**src/sv/cal_pkg.sv**
```systemverilog
// Shared types and constants for the checked amount unit.
package cal_pkg;

	localparam int unsigned WordW = 64;
	localparam int unsigned HalfW = 32;
	localparam logic [WordW-1:0] BpsDenominator = 64'd10000;

	typedef enum logic [2:0] {
		MODE_ADD   = 3'd0,
		MODE_SUB   = 3'd1,
		MODE_MUL   = 3'd2,
		MODE_BPS   = 3'd3,
		MODE_RATIO = 3'd4,
		MODE_MIN   = 3'd5,
		MODE_MAX   = 3'd6,
		MODE_SSUB  = 3'd7
	} mode_t;

	typedef enum logic [1:0] {
		ST_OK           = 2'd0,
		ST_OVERFLOW     = 2'd1,
		ST_INSUFFICIENT = 2'd2,
		ST_ZERO_DEN     = 2'd3
	} status_t;

	typedef struct packed {
		logic [2:0]       mode;
		logic [WordW-1:0] operand_a;
		logic [WordW-1:0] operand_b;
		logic [WordW-1:0] operand_c;
	} in_t;

	typedef struct packed {
		logic [WordW-1:0] result_value;
		logic [1:0]       status;
	} out_t;

	// One word as it travels down the divider stages.
	typedef struct packed {
		logic             valid;
		mode_t            mode;
		status_t          status;
		logic [WordW-1:0] value;
		logic [WordW-1:0] num;
		logic [WordW-1:0] den;
		logic [WordW-1:0] rem;
	} div_word_t;

endpackage

```
**src/sv/cal_div_stage.sv**
```systemverilog
// One restoring division step: brings down one dividend bit and sets one quotient bit.
module cal_div_stage (
	input  logic               clk,
	input  logic               arst_n,
	input  logic               en,
	input  cal_pkg::div_word_t word_in,
	output cal_pkg::div_word_t word_out
);
	logic [cal_pkg::WordW:0] rem_n;
	logic [cal_pkg::WordW:0] rem_d;
	logic                    ge;

	always_comb begin
		rem_n = {word_in.rem, word_in.num[cal_pkg::WordW-1]};
		ge = rem_n >= {1'b0, word_in.den};
		rem_d = rem_n - {1'b0, word_in.den};
	end

	always_ff @(posedge clk or negedge arst_n) begin
		if (!arst_n) begin
			word_out <= '0;
		end else if (en) begin
			word_out.valid  <= word_in.valid;
			word_out.mode   <= word_in.mode;
			word_out.status <= word_in.status;
			word_out.value  <= word_in.value;
			word_out.den    <= word_in.den;
			word_out.num    <= {word_in.num[cal_pkg::WordW-2:0], ge};
			word_out.rem    <= ge ? rem_d[cal_pkg::WordW-1:0] : rem_n[cal_pkg::WordW-1:0];
		end
	end

endmodule

```
**config.mk**
```make
export PLATFORM = sky130hd
export DESIGN_NAME = cal_div_stage
export DESIGN_NICKNAME = d
export VERILOG_FILES = /design/src/sv/cal_pkg.sv /design/src/sv/cal_div_stage.sv
export SDC_FILE = /design/constraint.sdc
export NUM_CORES = 1
export LEC_CHECK = 0
export BUFFER_PORTS_ARGS = -buffer_cell sky130_fd_sc_hd__buf_4
export CAP_MARGIN = 10
export CORE_AREA = 2 2 203 205
export CTS_BUF_LIST = sky130_fd_sc_hd__clkbuf_16
export DETAILED_ROUTE_END_ITERATION = 16
export DIE_AREA = 0 0 205 207
export PLACE_DENSITY_LB_ADDON = 0.3
export SYNTH_ARGS = -nofsm -noshare
export SYNTH_HDL_FRONTEND = slang
export SYNTH_SLANG_ARGS = --single-unit
```
**constraint.sdc**
```tcl
create_clock -name clk -period 2.1 [get_ports clk]
set_input_delay 0.42 -clock clk [delete_from_list [all_inputs] [get_ports clk]]
set_output_delay 0.42 -clock clk [all_outputs]
set_load 0.005 [all_outputs]
```
==> summary.txt <==
Synthesis
  – Compound-Gate Fraction of Synth Area: 0.1226
  – Mapped Area: approximately 14000 um^2
  – Count leader, synth: dfrtp_1
  – Netlist cell types: 69
  – Post-synthesis mux area share: 0.1945
  – Post-Syn Nets: ~1600
  – Synthesis-stage register bit count: between 200 and 300
  – Area contributors post-synth: dfrtp_1, mux2_2, ha_1
  – Yosys top cell by area: dfrtp_1
  – Adder-cell share of the synthesized area: 0.05777
  – Synth top area share: 0.4615
  – Part of the Yosys area used for sequential elements: 0.4615
  – Synthesized area per cell: roughly 11 um^2
  – Top_reg_cell synth: dfrtp_1
  – XOR/XNOR Fraction of Synth Area: 0.03822
  – Post-Synth Simple-Gate Area: 0.08146
  – Cells after synthesis: 1319
  – Post-synth EDFFs: 0
  – Post-synth top cells: dfrtp_1, mux2_2, a21oi_1
  – Syn. warnings: 0
  – Largest family of logic cells by synthesized area: multiplexers
  – Async SR Flop Fraction: 1.000

Job
  – Max Cap Viol: 0

Clock network
  – Number of buffers created by CTS: 30
  – Clock tree root driver cell: clkbuf_16
  – Skew-Pair Late Insertion Delay: roughly 0.57 ns
  – CTS tree: done
  – Clock slew at reported path FFs: 0.06 ns
  – Clock buffer depth: 3
  – Clock sink count: around 260
  – CTS H-tree depth: 1

Global routing
  – Vias in the first global route: around 14000
  – Initial antenna violation count: 1
  – First-pass GRT wire length: between 70000 and 80000 um
  – Total gr overflow: 0
  – Total GRT Usage: 0.2192
  – Pin count of the biggest net entering global routing: between 70 and 80

Power
  – PwrDens: around 720 nW/um^2
  – Worst vdd ir: 640.3 uV
  – Combinational Power Share: 0.324
  – Net switching power: between 4 and 5 mW
  – Leakage Power: 11.28 nW
  – Reg power frac: 0.361
  – Cell internal pwr: between 10 and 15 mW
  – Sw Share: 0.2874
  – Clock power frac: 0.315

Route
  – WL met1: 19940 um
  – Routed via count: 13067
  – DR vias/cell: 4.845
  – Routed WL: 48380 um
  – Post-route ant nets: 0
  – Wire per inst: between 15 and 20 um
  – DR top layer: met4
  – DR pass1 iterations: 5
  – Met3 routed WL: between 2000 and 3000 um
  – DRC: 0
  – DRT iter0 DRCs: slightly below 500
  – Met2 WL: 24380 um

Placement
  – RePlAce Congestion: 0.8597
  – Post-DP HPWL: ~37000 um
  – PortBufs: between 500 and 600

Worst setup path
  – Crit. End Element: register
  – Crit Path Category: in -> reg
  – Worst EP required: about 2.6 ns
  – Worst EP arrival: about 3.2 ns
  – CP Max Fanout: 7
  – Startpoint Class: primary input

Cells and area
  – Share of layout cells above drive strength 1: 0.5772
  – Top Registers: word_out x262
  – Area growth syn-to-layout: 64.72%
  – Final Util: 0.5797
  – Max reg flops: between 200 and 300
  – Top reg by flops: word_out
  – Final nets: 2470

Worst hold path
  – Hold WC Path Type: in -> reg

Die
  – Die height: about 210 um
  – Core box area: a little over 40000 um^2
  – Row count: 74
  – Die ar.: about 42000 um^2
  – Starting Density: 0.3519
  – Die width: roughly 210 um
  – Ports: ~530

Timing
  – Part of the cycle the worst path needs: 1.283
  – Tightest Pin Transition: around 0.56 ns
  – Final setup violation count: 65
  – Tmin final: ~2.7 ns
  – Slew Viols, Final: 0
  – Setup TNS: -31.87 ns
  – Fmax: between 300 and 400 MHz
  – Rel. slew slack: 0.6246
  – Hold Vio Cnt, Final: 0
  – Fin worst setup slack: -0.5947 ns
  – Worst clock skew: 0 ns
  – Unrepaired setup endpoints after global routing: yes

Run status
  – Status: finished, violations left
  – Failing checks: setup timing
==> worst max-delay path, cell delays in order <==
cell       delay [ns]
buf_6            0.10
ha_4             0.28
and3_4           0.21
nand4_1          0.14
a21oi_4          0.23
o2111ai_4        0.17
a211oi_4         0.33
o21ai_2          0.14
a21oi_2          0.20
o31a_4           0.20
buf_12           0.12
buf_12           0.14
buf_12           0.14
a21oi_2          0.05
mux2_4           0.26
==> power groups by stage <==
stage                     clock network (mW)  logic [mW]  registers (mW)
after detailed placement                   0        4.95            6.13
after CTS                               5.43        5.25            6.05
after floorplan                            0        2.16            6.14
after global placement                     0        4.88            6.11
final                                   5.28        5.42            6.05
after global routing                    5.64        5.86            6.13
==> metal layers <==
metal | GRT usage | vias up
met3 | 0.04799 | 65
met5 | 0 | -
met4 | 0.06028 | 0
met2 | 0.3846 | 346
met1 | 0.2694 | 6366
li1 | - | 6290
==> cell usage in the layout (no fill, tap or decap), types with 12 or more instances in the layout <==
cell,count
inv_1,69
dfrtp_1,262
o21ai_2,12
ha_4,28
nand4_1,16
clkbuf_16,32
a21oi_2,20
a21oi_1,100
mux2_2,197
o21ai_1,13
nor2_1,96
buf_4,799
nand3_1,12
nand2_1,64
mux2i_1,47
a21o_1,29
xnor2_1,32
o21ai_0,18
ha_1,35
xor2_1,24
buf_12,19
buf_6,25
==> repair_timing <==
action,4_1_cts,5_1_grt
hold buffers,1,0
pin swaps,47,83
cloned,1,2
resized for setup,96,84
setup endpoints to repair,65,65
buffers inserted,22,13
hold endpoints to repair,31,0
==> final cells by class <==
class,instances,area (um^2)
Timing Repair Buffer,852,6800
Fill cell,3474,16970
Clock buffer,31,775.7
Antenna cell,1,2.502
Clock inverter,25,212.7
Tap cell,532,665.6
Sequential cell,262,6556
Multi-Input combinational cell,913,8048
Inverter,81,341.6
==> final timing paths <==
path                                 endpoint     startpoint  slack (ns)  cells past startpoint
worst max-delay path             word_out[15]     word_in[7]       -0.59                     15
worst min-delay path            word_out[186]   word_in[185]        0.07                      2
worst max register to register  word_out[197]  word_out[197]        1.31                      1
worst min register to register   word_out[45]   word_out[45]        0.51                      2
max in group asynchronous       word_out[146]         arst_n        1.13                      3
min in group asynchronous        word_out[72]         arst_n        0.29                      2
==> cell families (layout without fill, tap and decap cells) <==
kind of cell	after synthesis	in the layout
compound gates	278	278
xor+xnor	62	62
fa+ha+maj	65	65
buf+inv	145	989
flops	262	262
mux	251	251
other cells	0	1
simple gates	256	257
==> through the flow <==
step                      power (mW)  area (um^2)  setup slack (ns)  cells  hold WS, ns
after floorplan                8.297        14750           -0.7298   1319       0.1244
after global placement         10.99        21310            -1.262   2608       0.2968
after detailed placement       11.08        21310            -1.272   2608       0.2910
after CTS                      16.73        22940           -0.4711   2687      0.03993
after global routing           17.63        23400           -0.6980   2697      0.04963
final                          16.75        23400           -0.5947   2697      0.07314
Note: power is estimated with default switching activity, not from simulation.
